`src/sv/base64_stream_encoder_assert.svh`:
```
// Assertion macros for the base64 stream encoder.
// Expects clk and rst_n in scope at the point of use.
`ifndef BASE64_STREAM_ENCODER_ASSERT_SVH
`define BASE64_STREAM_ENCODER_ASSERT_SVH

// same-cycle implication
`define B64SE_ASSERT_NOW(name, ante, cons) \
  name: assert property (@(posedge clk) disable iff (!rst_n) (ante) |-> (cons)) \
    else $error("b64se assertion failed");

// next-cycle implication
`define B64SE_ASSERT_NXT(name, ante, cons) \
  name: assert property (@(posedge clk) disable iff (!rst_n) (ante) |=> (cons)) \
    else $error("b64se assertion failed");

`endif

```
`src/sv/b64se_pkg.sv`:
```
// Shared types, constants and character mapping for the base64 stream encoder.
// No dependencies.
package b64se_pkg;

  typedef logic [6:0] char_t;

  typedef struct packed {
    logic [7:0] src_byte;
    logic       is_final;
  } in_beat_t;

  typedef struct packed {
    char_t out_char;
    logic  run_end;
  } out_beat_t;

  typedef enum logic [1:0] {
    PH_0 = 2'd0,
    PH_1 = 2'd1,
    PH_2 = 2'd2
  } phase_t;

  typedef struct packed {
    char_t [3:0] chars;
    logic  [1:0] last_idx;
  } job_t;

  localparam char_t CHAR_PAD   = 7'h3D;
  localparam char_t CHAR_PLUS  = 7'h2B;
  localparam char_t CHAR_COMMA = 7'h2C;
  localparam char_t CHAR_UP_A  = 7'h41;
  localparam char_t CHAR_LO_A  = 7'h61;
  localparam char_t CHAR_ZERO  = 7'h30;

  function automatic char_t b64_char(input logic [5:0] v);
    char_t c;
    if (v < 6'd26) begin
      c = CHAR_UP_A + {1'b0, v};
    end else if (v < 6'd52) begin
      c = CHAR_LO_A + {1'b0, v - 6'd26};
    end else if (v < 6'd62) begin
      c = CHAR_ZERO + {1'b0, v - 6'd52};
    end else if (v == 6'd62) begin
      c = CHAR_PLUS;
    end else begin
      c = CHAR_COMMA;
    end
    return c;
  endfunction

endpackage

```
`src/sv/b64se_core.sv`:
```
// Group phase state and character formation for one source beat.
// Depends on b64se_pkg and base64_stream_encoder_assert.svh.
`include "base64_stream_encoder_assert.svh"

module b64se_core (
  input  logic               clk,
  input  logic               rst_n,
  input  logic               in_valid,
  output logic               in_stall,
  input  b64se_pkg::in_beat_t in_data,
  input  logic               job_ready,
  output logic               job_valid,
  output b64se_pkg::job_t    job
);

  b64se_pkg::phase_t phase_r, phase_nxt;
  logic [3:0]        carry_r, carry_nxt;
  logic              job_valid_r, job_valid_nxt;
  b64se_pkg::job_t   job_r, job_nxt;
  logic              accept;
  logic [7:0]        b;

  assign in_stall  = job_valid_r && !job_ready;
  assign accept    = in_valid && !in_stall;
  assign job_valid = job_valid_r;
  assign job       = job_r;
  assign b         = in_data.src_byte;

  always_ff @(posedge clk) begin
    if (!rst_n) begin
      phase_r     <= b64se_pkg::PH_0;
      carry_r     <= 4'd0;
      job_valid_r <= 1'b0;
    end else begin
      phase_r     <= phase_nxt;
      carry_r     <= carry_nxt;
      job_valid_r <= job_valid_nxt;
    end
  end

  always_ff @(posedge clk) begin
    job_r <= job_nxt;
  end

  always_comb begin
    phase_nxt     = phase_r;
    carry_nxt     = carry_r;
    job_nxt       = job_r;
    job_valid_nxt = job_valid_r;
    if (job_ready) begin
      job_valid_nxt = 1'b0;
    end
    if (accept) begin
      job_valid_nxt    = 1'b1;
      job_nxt.chars[1] = b64se_pkg::CHAR_PAD;
      job_nxt.chars[2] = b64se_pkg::CHAR_PAD;
      job_nxt.chars[3] = b64se_pkg::CHAR_PAD;
      case (phase_r)
        b64se_pkg::PH_1: begin
          job_nxt.chars[0] = b64se_pkg::b64_char({carry_r[1:0], b[7:4]});
          if (in_data.is_final) begin
            job_nxt.chars[1] = b64se_pkg::b64_char({b[3:0], 2'b00});
            job_nxt.last_idx = 2'd2;
          end else begin
            job_nxt.last_idx = 2'd0;
            carry_nxt        = b[3:0];
            phase_nxt        = b64se_pkg::PH_2;
          end
        end
        b64se_pkg::PH_2: begin
          job_nxt.chars[0] = b64se_pkg::b64_char({carry_r, b[7:6]});
          job_nxt.chars[1] = b64se_pkg::b64_char(b[5:0]);
          job_nxt.last_idx = 2'd1;
          carry_nxt        = 4'd0;
          phase_nxt        = b64se_pkg::PH_0;
        end
        default: begin
          job_nxt.chars[0] = b64se_pkg::b64_char(b[7:2]);
          if (in_data.is_final) begin
            job_nxt.chars[1] = b64se_pkg::b64_char({b[1:0], 4'b0000});
            job_nxt.last_idx = 2'd3;
          end else begin
            job_nxt.last_idx = 2'd0;
            carry_nxt        = {2'b00, b[1:0]};
            phase_nxt        = b64se_pkg::PH_1;
          end
        end
      endcase
      if (in_data.is_final) begin
        carry_nxt = 4'd0;
        phase_nxt = b64se_pkg::PH_0;
      end
    end
  end

  `B64SE_ASSERT_NXT(a_final_clears,
    accept && in_data.is_final, phase_r == b64se_pkg::PH_0 && carry_r == 4'd0)
  `B64SE_ASSERT_NXT(a_ph0_to_ph1,
    accept && !in_data.is_final && phase_r == b64se_pkg::PH_0, phase_r == b64se_pkg::PH_1)
  `B64SE_ASSERT_NXT(a_job_holds,
    job_valid_r && !job_ready && !accept, job_valid_r && $stable(job_r))

endmodule

```
`src/sv/b64se_emit.sv`:
```
// Character serialiser: holds one job and sends its characters one beat at a time.
// Depends on b64se_pkg and base64_stream_encoder_assert.svh.
`include "base64_stream_encoder_assert.svh"

module b64se_emit (
  input  logic                clk,
  input  logic                rst_n,
  input  logic                job_valid,
  output logic                job_ready,
  input  b64se_pkg::job_t     job,
  output logic                out_valid,
  input  logic                out_stall,
  output b64se_pkg::out_beat_t out_data
);

  logic                 busy_r, busy_nxt;
  logic [1:0]           idx_r, idx_nxt;
  b64se_pkg::job_t      hold_r, hold_nxt;
  logic                 at_last;
  logic                 take;
  logic                 load;

  assign at_last   = idx_r == hold_r.last_idx;
  assign take      = busy_r && !out_stall && at_last;
  assign job_ready = !busy_r || take;
  assign load      = job_valid && job_ready;

  assign out_valid         = busy_r;
  assign out_data.out_char = hold_r.chars[idx_r];
  assign out_data.run_end  = at_last;

  always_ff @(posedge clk) begin
    if (!rst_n) begin
      busy_r <= 1'b0;
      idx_r  <= 2'd0;
    end else begin
      busy_r <= busy_nxt;
      idx_r  <= idx_nxt;
    end
  end

  always_ff @(posedge clk) begin
    hold_r <= hold_nxt;
  end

  always_comb begin
    busy_nxt = busy_r;
    idx_nxt  = idx_r;
    hold_nxt = hold_r;
    if (load) begin
      busy_nxt = 1'b1;
      idx_nxt  = 2'd0;
      hold_nxt = job;
    end else if (take) begin
      busy_nxt = 1'b0;
      idx_nxt  = 2'd0;
    end else if (busy_r && !out_stall) begin
      idx_nxt = idx_r + 2'd1;
    end
  end

  `B64SE_ASSERT_NOW(a_idx_in_range, busy_r, idx_r <= hold_r.last_idx)
  `B64SE_ASSERT_NXT(a_stall_holds, busy_r && out_stall, busy_r && $stable(idx_r))
  `B64SE_ASSERT_NXT(a_drain_idle, take && !job_valid, !busy_r)

endmodule

```
`src/sv/base64_stream_encoder.sv`:
```
// Streaming base64 encoder, alphabet A-Z a-z 0-9 '+' ',' with '=' padding: one
// source byte in per beat, one ASCII character out per beat. A byte yields one
// character (phase 0 or 1), two (phase 2), or the flushed and padded rest of the
// quartet when flagged final; run_end marks the last character of each byte.
// The output port sends one character per cycle unless out_stall holds it; a
// new byte is taken while earlier characters are still going out. A byte passes
// through the core's job register and then the emitter's hold register before
// its first character goes out. Depends on b64se_pkg, b64se_core and b64se_emit.
module base64_stream_encoder (
  input  logic                 clk,
  input  logic                 rst_n,
  input  logic                 in_valid,
  output logic                 in_stall,
  input  b64se_pkg::in_beat_t  in_data,
  output logic                 out_valid,
  input  logic                 out_stall,
  output b64se_pkg::out_beat_t out_data
);

  logic            job_valid;
  logic            job_ready;
  b64se_pkg::job_t job;

  b64se_core u_core (
    .clk       (clk),
    .rst_n     (rst_n),
    .in_valid  (in_valid),
    .in_stall  (in_stall),
    .in_data   (in_data),
    .job_ready (job_ready),
    .job_valid (job_valid),
    .job       (job)
  );

  b64se_emit u_emit (
    .clk       (clk),
    .rst_n     (rst_n),
    .job_valid (job_valid),
    .job_ready (job_ready),
    .job       (job),
    .out_valid (out_valid),
    .out_stall (out_stall),
    .out_data  (out_data)
  );

endmodule
```
`config.mk`:
```
export PLATFORM = sky130hd
export DESIGN_NAME = base64_stream_encoder
export DESIGN_NICKNAME = d
export VERILOG_FILES = /design/src/sv/b64se_pkg.sv /design/src/sv/b64se_core.sv /design/src/sv/b64se_emit.sv /design/src/sv/base64_stream_encoder.sv
export VERILOG_INCLUDE_DIRS = /design/src /design/src/sv
export SDC_FILE = /design/constraint.sdc
export NUM_CORES = 1
export LEC_CHECK = 0
export ABC_AREA = 1
export ABC_CLOCK_PERIOD_IN_PS = 5700
export BUFFER_PORTS_ARGS = -buffer_cell sky130_fd_sc_hd__buf_4
export CORE_ASPECT_RATIO = 0.7
export CORE_UTILIZATION = 40
export CTS_BUF_LIST = sky130_fd_sc_hd__clkbuf_4 sky130_fd_sc_hd__clkbuf_8 sky130_fd_sc_hd__clkbuf_16
export DETAILED_ROUTE_END_ITERATION = 12
export GPL_TIMING_DRIVEN = 0
export HOLD_SLACK_MARGIN = 0.06
export PLACE_DENSITY = 0.53
export SYNTH_ARGS = -nofsm -noshare
export SYNTH_HDL_FRONTEND = slang
export SYNTH_SLANG_ARGS = --single-unit
```
`constraint.sdc`:
```
create_clock -name clk -period 5.7 [get_ports clk]
set_input_delay 1.14 -clock clk [delete_from_list [all_inputs] [get_ports clk]]
set_output_delay 1.14 -clock clk [all_outputs]
set_load 0.02 [all_outputs]
```
==> results of run 1 <==
metal layers:
layer  wire, µm  up-vias
met5          0        -
met4        132        0
met3        706       16
met2       4330      136
met1       5800     1719
li1           -     1968
report_power, final:
group	total [mW]	switching, mW	internal, mW
logic	0.289	0.187	0.102
clock network	0.316	0.105	0.211
registers	0.374	0.0105	0.364
cell families (layout without fill, tap and decap cells):
group                    after synthesis  after routing  share of synthesized area, %
flip-flops                            42             42                          27.9
adder cells (fa/ha/maj)               43             43                          12.9
XOR/XNOR                              28             28                          6.07
AND/OR/NAND/NOR                      276            276                          29.0
buffers and inverters                 93            122                          9.97
AO/OA/AOI/OAI                        102            102                          14.1
stage by stage:
stage / instance area, µm² / cells / hold WS (ps) / utilization, %
after floorplan: 4170 / 584 / 400 / -
after CTS: 4650 / 741 / 420 / 47.0
after global routing: 4660 / 741 / 432 / 47.0
final: 4660 / 741 / 418 / 47.0
after global placement: 4480 / 733 / 407 / 45.3
after detailed placement: 4480 / 733 / 407 / 45.3
cells in the final DEF, fill, tap and decap left out, types with 6 or more instances in the layout:
| master | Yosys | final |
|---|---|---|
| sky130_fd_sc_hd__buf_4 | 4 | 25 |
| sky130_fd_sc_hd__o21ai_1 | 6 | 6 |
| sky130_fd_sc_hd__nand2_2 | 7 | 7 |
| sky130_fd_sc_hd__dfxtp_1 | 10 | 10 |
| sky130_fd_sc_hd__xor2_1 | 22 | 22 |
| sky130_fd_sc_hd__o21ai_0 | 34 | 34 |
| sky130_fd_sc_hd__inv_1 | 69 | 69 |
| sky130_fd_sc_hd__ha_1 | 43 | 43 |
| sky130_fd_sc_hd__a21oi_1 | 34 | 34 |
| sky130_fd_sc_hd__nand2_1 | 150 | 150 |
| sky130_fd_sc_hd__buf_6 | 6 | 6 |
| sky130_fd_sc_hd__nor2_1 | 54 | 53 |
| sky130_fd_sc_hd__nand3_1 | 41 | 41 |
| sky130_fd_sc_hd__inv_2 | 8 | 8 |
| sky130_fd_sc_hd__edfxtp_1 | 32 | 32 |
| sky130_fd_sc_hd__o211ai_1 | 14 | 14 |
cell type report:
cell class,instances,area share [%]
plain buffers,15,2.58
clock inverters,2,0.806
inverters,78,6.34
clock buffers,6,2.85
multi-input cells,449,55.7
well taps,128,3.44
flip-flops and latches,42,24.9
repair buffers,21,3.39
state kept, by name, summed over array words and instances, names as in the netlist:
register,cells
u_core.carry_r,4
u_core.job,16
u_core.job_valid,1
u_core.phase_r,2
u_emit.hold_r,16
u_emit.idx_r,2
u_emit.out_valid,1
path summary, 6_finish.rpt:
path | from | endpoint | slack, ps | depth (start not counted)
setup / recovery | in_data[7] | u_core.job[8] | 2560 | 11
hold / removal | u_core.job[1] | u_emit.hold_r[1] | 420 | 0
setup reg to reg | u_core.carry_r[0] | u_core.job[7] | 3450 | 12
hold reg to reg | u_core.job[1] | u_emit.hold_r[1] | 420 | 0
critical path: stages:
cell	delay (ps)
sky130_fd_sc_hd__buf_4	110
sky130_fd_sc_hd__buf_2	280
sky130_fd_sc_hd__inv_1	270
sky130_fd_sc_hd__ha_1	350
sky130_fd_sc_hd__or2_2	320
sky130_fd_sc_hd__nor2_1	130
sky130_fd_sc_hd__nand2_1	100
sky130_fd_sc_hd__nand2_1	70
sky130_fd_sc_hd__o311ai_0	150
sky130_fd_sc_hd__nand3_1	150
sky130_fd_sc_hd__nand3_1	90
==> impl.org, run 1 <==
** Status
- The run finished with clean final reports.

** Synthesis
- Mapped Avg Cell Area :: 7.13 µm²
- When the netlist entered floorplanning its net count stood at 640.
- Number of storage elements in the synthesis netlist :: 42
- Cell taking the most area after synthesis :: sky130_fd_sc_hd__edfxtp_1
- Count of distinct cell types in the synthesized netlist :: just over 40
- Async S/R FF share, synth :: 0%
- Dominant register cell in the synthesized netlist :: sky130_fd_sc_hd__edfxtp_1
- Counting instances in the post-synthesis netlist gives the leading cell types as 150 x sky130_fd_sc_hd__nand2_1, 69 x sky130_fd_sc_hd__inv_1, 54 x sky130_fd_sc_hd__nor2_1.
- The mapped netlist covers approximately 4200 µm².
- By area the synthesized netlist is led by sky130_fd_sc_hd__edfxtp_1 23%, sky130_fd_sc_hd__nand2_1 14%, sky130_fd_sc_hd__ha_1 13%.
- In this run, synthesis inferred 32 flip-flops with an integrated enable.
- Yosys instantiated no cell more often than sky130_fd_sc_hd__nand2_1.
- Counting every instance in the synthesized netlist gives roughly 580.
- Share of Yosys cell area claimed by the top area cell type :: about 23%
- After synthesis, flip-flops and latches occupy about 28% of the total area.
- For this run, the number of Yosys warnings is 0.

** Worst setup path
- Crit path launch type :: primary input
- The worst setup path is captured at a flop.
- Critical path arrival :: approximately 3200 ps
- Required time of the critical path :: roughly 5700 ps
- Biggest fanout along the worst timing path :: 10
- The worst setup path is of the primary input to flop kind.

** Global routing
- GR met1 Demand/Resource :: 34.7%
- Global-route wire length before repair :: between 15000 and 20000 µm
- Met3 usage :: ~3%
- The global routing stage identified its most utilized layer as met1.
- Global routing used slightly above 30% of the available met2 tracks.
- Entering global routing, the biggest net connects 24 pins.
- The number of global-route vias before repair is 3432.
- Across every metal layer, demand over resource in global routing totals 21.7%.
- Residual overflow from global routing :: 0
- The initial antenna violation count came to 0.

** STA
- Final critical-path required period :: 3140 ps
- Period utilization :: 55.1%
- Measured against its own limit, the worst slew margin works out to between 40% and 50%.
- At the pin with the least slew margin, the transition time is 808 ps.
- Final setup viols :: 0
- Achievable frequency :: 318 MHz
- Number of pins exceeding their max-slew limit in the final report :: 0
- Endpoints failing hold :: 0
- Final worst setup slack :: roughly 2600 ps
- Clock skew on the completed layout was measured at about 3 ps.
- For the final routed database, the setup TNS stands at 0 ps.
- RSZ-0062 raised after global routing :: no

** Die
- The die is around 120 µm wide.
- Vertical die dimension :: between 80 and 90 µm
- Effective utilization at floorplan :: between 40% and 50%
- 23 I/O pins were placed.
- Number of standard-cell rows in the floorplan :: 30
- Core box area :: 9910 µm²
- Full die area :: between 10000 and 15000 µm²

** CTS
- Insertion delay of the later-clocked pin in the worst-skew pair :: around 280 ps
- TritonCTS built the clock tree.
- Number of buffers created by CTS :: 5
- The tree is rooted in a sky130_fd_sc_hd__clkbuf_16.
- Counting every sink on the clock net gives 42.
- The number of setup buffers added after CTS is 0.
- CTS resizes :: 0
- Clock buffer depth :: 2
- Clk slew on worst S/H paths :: ~60 ps
- Number of levels the H-tree was split into :: 2
- Cts hold-fix bufs :: 0

** Cells and area
- Share of post-route cells with drive strength above 1 :: approximately an eighth
- Number of fill cells in the layout :: roughly 1.0k
- Compared with the post-synthesis result, the final layout area differs by 11.8%.
- The sequential cells in the finished layout cover a total of around 1200 µm².
- 0 antenna diodes ended up in the layout.
- The net count of the finished layout is between 600 and 700.
- Summing all multi-input logic gate instances after layout gives 2590 µm².

** Worst hold path
- The tightest min-delay check is of the flop to flop type.

** Place
- Timing analysis after detailed placement gives a worst setup slack of about 2300 ps.
- Detailed placement finished with a half-perimeter wire length of 8790 µm.
- Global placement routability congestion :: slightly above 0.9
- Input and output buffers added on the ports amount to 21.

** Run
- # Max-Cap Violations :: 0

** Drt
- Routed length per instance :: between 10 and 15 µm
- After detailed routing, the number of remaining DRC violations is 0.
- For this run, the detailed router's first-pass iteration total came to 5.
- In this run the remaining antenna-violating nets after routing total 0.
- Number of vias per cell after detailed routing :: 5.18
- For this block, the routed nets add up to between 10000 and 15000 µm of wire.
- Summing over every cut layer, the via total after detailed routing is between 3k and 4k.
- Initial detailed-routing violation count :: between 300 and 400

** Pwr
- Worst IR drop on VDD :: 0.127 mV
- In this run the power density over the cells is 210 nW/µm².
- Overall power after layout :: 0.979 mW
- Leak :: 2.18 nW
Power figures use the tool's default switching activity.
==> inputs of run 2 (changes only) <==
Settings changed: ABC_AREA 1 to 0, ABC_CLOCK_PERIOD_IN_PS 5700 to 3210.
Clock period 5.7 ns to 3.21 ns, I/O delays scaled along.
==> run 2 against run 1 <==
Net effect: combinational power rose by 52%; largest cell class unchanged; register-to-register slack lost 3000 ps; non-clock buffer count grew 14; count of clock-buffer cells in the layout stayed put; critical endpoint is now u_core.job[7]; design area decreased by 2.2%.
==> impl.org, run 2 <==
** Place
- In this run the tool buffered the top-level ports with 21 buffer cells.
- Post-place setup slack :: -181 ps
- Global placement routability congestion :: ~0.92
- Detailed placement ended at an HPWL of about 8500 µm.

** Pwr
- Overall power after layout :: about 1.6 mW
- Power share of the clock group :: approximately a third
- For this design the total switching power over the nets is 0.473 mW.
- Worst IR drop on VDD :: 0.229 mV
- Leak :: 1.83 nW
- Comb power frac :: 27.2%
- Internal cell power :: between 1 and 1.5 mW
- Sequential cells account for between 40% and 50% of the total power.
- Net switching fraction of the power :: approximately 30%
- Dividing total power by cell area gives a power density of about 350 nW/µm².

** Synthesis
- Yosys attributes the largest share of cell area to sky130_fd_sc_hd__edfxtp_1 24%, sky130_fd_sc_hd__ha_1 13%, sky130_fd_sc_hd__xnor2_1 6.7%.
- A synthesized cell averages 8.60 µm².
- Share of Yosys cell area claimed by the top area cell type :: 23.6%
- The number of nets handed over by synthesis was 530.
- Yosys mapped a number of flops with a built-in enable equal to 32.
- Counting flops and latches in the post-synthesis netlist gives 42.
- Top post-synthesis cells by count :: 43 x sky130_fd_sc_hd__ha_1, 37 x sky130_fd_sc_hd__nand2_1, 35 x sky130_fd_sc_hd__a21oi_1
- After synthesis, the netlist uses 59 different library cells.
- For this run, the leading register cell type out of synthesis is sky130_fd_sc_hd__edfxtp_1.
- The synthesized netlist occupies a cell area of 4080 µm².
- Of all flip-flops after synthesis, the portion carrying an async set or reset was 0%.
- sky130_fd_sc_hd__edfxtp_1 takes more of the synthesized area than any other cell.
- Post-synthesis instance total :: around 470
- Fraction of the yosys area taken by sequential cells :: between 20% and 30%
- Yosys synthesis warning count :: 0
- Most frequently used cell type in the post-synthesis netlist :: sky130_fd_sc_hd__ha_1

** CTS
- Number of levels the H-tree was split into :: 2
- After clock tree synthesis, the clock-pin slew on the worst setup and hold paths is about 60 ps.
- After clock tree synthesis, the repair step resized 0 gates.
- Root Buffer Master :: sky130_fd_sc_hd__clkbuf_16
- For this design, the sink count on the clock tree is 42.
- TritonCTS built the clock tree.
- The number of clock buffers added by TritonCTS is 5.
- Postcts setup bufs :: 0
- Clock latency on the worst-skew pair, taken at its later pin, is approximately 280 ps.
- Clock buffer depth :: 2

** Drt
- The final route contains about 3.6k vias.
- Post-detailed-route count of antenna-violating nets :: 0
- The detailed router finished its first iteration with 306 violations.
- Routed length per instance :: roughly 17 µm
- Number of vias per cell after detailed routing :: about 5.7
- The first TritonRoute pass finished after 4 iterations.
- After detailed routing, the total wire length is around 11000 µm.
- DRC :: 0

** Worst setup path
- Worst r2r path cells :: 8
- Along the worst path, the maximum fanout reaches 10.
- In this run the critical register-to-register path is captured at u_core.job[3].
- The worst register-to-register path has a setup slack of roughly 430 ps.
- The worst register-to-register path begins at u_core.carry_r[0].
- STA classifies the critical path startpoint as a primary input.
- Required time of the critical path :: about 3300 ps
- Critical path arrival :: between 2000 and 3000 ps
- Worst Setup End Kind :: flop
- The worst setup path is of the primary input to flop kind.

** STA
- Summed negative setup slack over all endpoints :: 0 ps
- Measured against its own limit, the worst slew margin works out to 50.9%.
- The final number of hold-violating endpoints was 0.
- Across the routed clock network, the largest skew measured is between 5 and 6 ps.
- Setup repair after global routing left no endpoint under its margin.
- Worst-margin pin slew :: 736 ps
- Number of pins exceeding their max-slew limit in the final report :: 0
- Final worst setup slack :: slightly below 300 ps
- Setup violations remaining at the end of the flow were counted as 0.
- Achievable frequency :: about 340 MHz
- Final critical-path required period :: slightly below 3000 ps
- The final critical path takes up just over 90% of the cycle.

** Global routing
- Summed over all layers, the global routing overflow is 0.
- Initial antenna violation count :: 0
- For this run, the total global-route usage over all layers was measured as 21.0%.
- Number of global-route vias before repair :: 3164
- The first global-routing pass estimated about 17000 µm of wire.
- Largest net degree at the start of global routing :: 23

** Cells and area
- End-of-flow core utilization :: between 40% and 50%
- The number of antenna diodes in the final layout is 0.
- Growth of design area from synthesis to finish :: 11.7%
- Fill cells in the final layout number slightly below 1k.
- The library cell used most frequently in the layout, excluding fill and tap cells, is sky130_fd_sc_hd__ha_1.
- Share of post-route cells with drive strength above 1 :: between 10% and 20%
- In the layout the commonest cells are 43 x sky130_fd_sc_hd__ha_1, 37 x sky130_fd_sc_hd__nand2_1, 35 x sky130_fd_sc_hd__a21oi_1.
- The net count of the finished layout is 557.

** Worst hold path
- HP Start :: u_core.job[3]
- The worst hold path terminates at u_emit.hold_r[3].
- Along the worst hold path, the cell count comes to 0.
- The path class of the tightest hold or removal check is flop to flop.

** Status
- Run status :: finished clean

** Die
- Number of standard-cell rows in the floorplan :: 30
- Horizontal die dimension :: around 120 µm
- Core box area :: just under 10000 µm²
- Full die area :: 10600 µm²
- Once the floorplan was initialized, standard cells occupied roughly two fifths of the core.
- 23 I/O pins were placed.
- Vertical die dimension :: between 80 and 90 µm

** Run
- # Max-Cap Violations :: 0
==> run 2: cell count changes after synthesis, sizes merged, moves of 7 or more <==
| cell | change |
|---|---|
| a211oi | +9 |
| o21ai | -9 |
| o211ai | -11 |
| nand3 | -17 |
| xnor2 | +26 |
| nand2b | +8 |
| nand2 | -123 |
| clkbuf | +10 |
| inv | -54 |
| nor2b | +16 |
| a21boi | +8 |
| nor2 | -37 |
| mux2i | +10 |
| xor2 | -7 |
==> run 2: power by group through the flow <==
stage                     combinational, mW  clock [mW]  sequential (mW)
after floorplan                       0.303           0            0.653
after global placement                0.430           0            0.657
after detailed placement              0.432           0            0.658
after CTS                             0.434       0.539            0.646
after global routing                  0.483       0.564            0.649
final                                 0.438       0.527            0.645
==> run 2: area by class of cell <==
cell class                      count  area, µm²  area share (%)
Timing Repair Buffer               21        158            3.46
Tap cell                          128        160            3.52
Multi-Input combinational cell    377       2680            58.8
Buffer                             29        140            3.08
Clock buffer                        6        150            3.30
Clock inverter                      2       13.8           0.302
Inverter                           25       93.8            2.06
Sequential cell                    42       1160            25.5
==> run 2: worst max-delay path by stage <==
stage / startpoint / to / slack [ps]
3_5_place_dp: in_data[3] / u_core.job[15] / -180
6_report: in_data[7] / u_core.job[7] / 290
2_1_floorplan: in_data[3] / u_core.job[9] / 710
5_1_grt: in_data[7] / u_core.job[7] / 100
3_3_place_gp: in_data[3] / u_core.job[15] / -250
4_1_cts: in_data[3] / u_core.job[15] / 90
==> run 2: cells by family (layout without fill, tap and decap cells) <==
| logic type | count (synthesis) | in the layout | share of synthesized area [%] |
|---|---|---|---|
| AO/OA/AOI/OAI | 140 | 140 | 22.4 |
| AND/OR/NAND/NOR | 135 | 135 | 17.0 |
| buffers and inverters | 55 | 83 | 5.83 |
| XOR/XNOR | 47 | 47 | 10.1 |
| adder cells (fa/ha/maj) | 43 | 43 | 13.2 |
| flip-flops | 42 | 42 | 28.5 |
| multiplexers | 12 | 12 | 3.01 |
==> run 2: through the flow <==
stage / instance area (µm²) / instances / hold WS, ps
floorplan: 4080 / 474 / 400
global placement: 4390 / 623 / 407
detailed placement: 4390 / 623 / 405
CTS: 4560 / 631 / 417
global route: 4550 / 630 / 425
finish: 4550 / 630 / 415
==> run 2: timing repair <==
action	CTS	global route
setup endpoints to repair	0	3
hold buffers	0	0
hold endpoints to repair	0	0
==> run 2: worst max-delay path: stages <==
cell and delay [ps]:
sky130_fd_sc_hd__buf_4 130, sky130_fd_sc_hd__buf_2 270, sky130_fd_sc_hd__inv_1 190, sky130_fd_sc_hd__ha_1 290
sky130_fd_sc_hd__a21oi_1 310, sky130_fd_sc_hd__xnor2_1 230, sky130_fd_sc_hd__nand4_1 160, sky130_fd_sc_hd__xnor2_1 210
sky130_fd_sc_hd__o2111ai_1 170, sky130_fd_sc_hd__a211oi_1 390
==> run 2: per-layer routing <==
layer	GRT usage [%]	share of wire, %	vias to the layer above
met5	0	0	-
met4	3.10	0.58	0
met3	2.11	4.9	8
met2	31.9	43	96
met1	32.4	51	1697
li1	-	-	1760
==> inputs of run 3 (changes only) <==
Settings changed: PLACE_DENSITY 0.53 to unset.
==> run 3 against run 2 <==
Net effect: clock power up 4.0%; clock skew down 0.66 ps; maximum frequency up 2.0%; register-to-register slack worse by 70 ps; count of clock-buffer cells in the layout up 2; worst hold slack better by 6.2 ps; combinational power about the same; setup slack better by 58 ps; cell count unchanged; critical path type unchanged; highest routed layer unchanged.
==> impl.org, run 3 (same netlist as run 2, synthesis figures left out) <==
** Status
- The flow ran to the end, and the final reports show no timing, DRC or antenna violations.

** CTS
- Root Buffer Master :: sky130_fd_sc_hd__clkbuf_16
- Number of buffers created by CTS :: 5
- Insertion delay of the later-clocked pin in the worst-skew pair :: roughly 280 ps
- TritonCTS built the clock tree.
- The clock tree synthesis step divided the H-tree into 2 levels.
- Clock buffer depth :: 2
- Clk slew on worst S/H paths :: 60 ps
- For this design, the CTS-stage hold fixing added 0 buffers.
- # clock sinks :: between 40 and 50

** Pwr
- Worst IR drop on VDD :: 0.202 mV
- The completed layout was analyzed and its total power is 1.63 mW.
- For this design the static power due to leakage is approximately 1.8 nW.
- Power density over the cells :: 358 nW/µm²

** Die
- I/O pin count :: 23
- Measured along the x axis, the die boundary spans about 120 µm.
- Full die area :: approximately 11000 µm²
- Vertical die dimension :: between 80 and 90 µm
- The region available for standard cell placement spans 9800 µm².
- After floorplanning, the core was divided into 30 placement rows.
- Effective utilization at floorplan :: between 40% and 50%

** Cells and area
- Of the cells placed in the final design, the portion with a size suffix greater than 1 is between 10% and 20%.
- For this run, the number of standard cells in the final layout without fillers is 630.
- Relative to the synthesized area, the layout overhead comes to 11.9%.
- Summing all flip-flop and latch instances after layout gives 1160 µm².
- With fillers left out, the area of the finished cells amounts to 4560 µm².
- Summing all multi-input logic gate instances after layout gives ~2700 µm².
- In the layout the commonest cells are 43 x sky130_fd_sc_hd__ha_1, 37 x sky130_fd_sc_hd__nand2_1, 35 x sky130_fd_sc_hd__a21oi_1.
- Number of antenna cells inserted :: 0
- Number of fill cells in the layout :: around 960
- Most frequent standard cell in the layout excluding fill and tap cells :: sky130_fd_sc_hd__ha_1
- At the end of the flow, the number of nets in the layout was ~560.

** Drt
- Initial detailed-routing violation count :: ~400
- First-pass detailed-route iteration total :: 5
- Post-detailed-route count of antenna-violating nets :: 0
- The routed layout has between 3k and 4k vias.
- Met3 WL post-DR :: 740 µm
- Routed Wire Length :: between 10000 and 15000 µm
- The detailed router put a total of 5340 µm of wire on met1.
- DRC :: 0
- Dividing the detail-routed via count by the number of cells gives slightly below 6.
- Wire segments on met2 add up to approximately 4500 µm in the final route.
- In the final routed layout, each cell accounts on average for around 17 µm.
- Highest metal layer with signal wires :: met4

** STA
- Number of pins exceeding their max-slew limit in the final report :: 0
- Worst-margin pin slew :: around 750 ps
- Across the routed clock network, the largest skew measured is between 5 and 6 ps.
- Period utilization :: between 80% and 90%
- Max transition margin :: about half
- Endpoints failing hold :: 0
- Setup repair after global routing left no endpoint under its margin.
- Summed negative setup slack over all endpoints :: 0 ps
- The routed design could run at a clock period as short as between 2000 and 3000 ps.
- Final setup viols :: 0
- Static timing analysis puts the maximum clock frequency at 349 MHz.

** Worst setup path
- The worst setup path is launched from a primary input.
- Of all nets on the critical path, the largest fanout is 10.
- For the worst setup path, the data arrival time is about 2800 ps.
- Required time of the critical path :: roughly 3200 ps
- The startpoint identified for the worst register-to-register timing path is u_core.carry_r[0].
- Kind of critical path :: primary input to flop
- The worst setup path is captured at a flop.
- Launching element of the worst setup path :: in_data[7]

** Run
- The tool flagged a number of max-cap violations equal to 0.

** Worst hold path
- HP Start :: u_core.job[13]
- Worst Hold Class :: flop to flop

** Global routing
- The number of global-route vias before repair came to roughly 3.3k.
- Largest net degree at the start of global routing :: 23
- Residual overflow from global routing :: 0
- The initial antenna violation count came to 0.
- For this run, the total global-route usage over all layers was measured as a little over a fifth.
- Global-route wire length before repair :: 17100 µm

** Place
- Cell total after placement :: roughly 620
- Area post-placement :: ~4400 µm²
- Count of buffers from port buffering :: 21
- Final HPWL DP :: roughly 8300 µm
- Global placement routability congestion :: 0.904
-- run 3: changes by cell type in the layout (fill, tap and decap cells not counted) --
cell,previous run,this run
sky130_fd_sc_hd__clkbuf_8,0,1
sky130_fd_sc_hd__clkinv_2,1,0
sky130_fd_sc_hd__inv_6,1,0
sky130_fd_sc_hd__clkbuf_4,0,1
-- run 3: repair_timing --
item / 4_1_cts / 5_1_grt
gates resized for setup: 0 / 0
setup buffers: 0 / 0
endpoints found under the setup margin: 0 / 1
-- run 3: per-stage QoR --
stage / hold slack (ps) / setup slack (ps) / util (%)
2_1_floorplan: 400 / 715 / -
3_3_place_gp: 408 / -154 / 44.9
3_5_place_dp: 410 / -146 / 44.9
4_1_cts: 425 / 137 / 46.6
5_1_grt: 429 / 138 / 46.6
6_report: 422 / 347 / 46.6
-- run 3: path summary, 6_finish.rpt --
path	endpoint	slack [ps]	depth (start not counted)
setup reg to reg	u_core.job[3]	360	8
hold / removal	u_emit.hold_r[13]	420	0
setup / recovery	u_core.job[3]	350	11
hold reg to reg	u_emit.hold_r[13]	420	0
-- run 3: worst max-delay path, stage by stage --
cell                      delay, ps
sky130_fd_sc_hd__buf_4          140
sky130_fd_sc_hd__buf_2          280
sky130_fd_sc_hd__inv_1          180
sky130_fd_sc_hd__ha_1           290
sky130_fd_sc_hd__a21oi_1        280
sky130_fd_sc_hd__o21ai_0        200
sky130_fd_sc_hd__buf_2          230
sky130_fd_sc_hd__nor2_1         110
sky130_fd_sc_hd__a21oi_1         60
sky130_fd_sc_hd__a32oi_1        230
sky130_fd_sc_hd__o21ai_0        190
-- run 3: area by class of cell --
class / count / area share [%]
buffer: 29 / 3.07
multi-input combinational: 377 / 58.7
timing repair buffer: 21 / 3.46
clock buffer: 8 / 3.76
sequential: 42 / 25.5
tap: 128 / 3.51
inverter: 25 / 2.06
-- run 3: layer usage --
layer  up-vias  global-route usage [%]
met5         -                       0
met4         0                    5.43
met3        14                    2.76
met2       143                    32.0
met1      1735                    30.7
li1       1759                       -
-- run 3: power by group --
group / switching [mW] / internal, mW / total, mW
sequential: 0.0134 / 0.633 / 0.647
clock: 0.183 / 0.365 / 0.548
combinational: 0.269 / 0.169 / 0.438
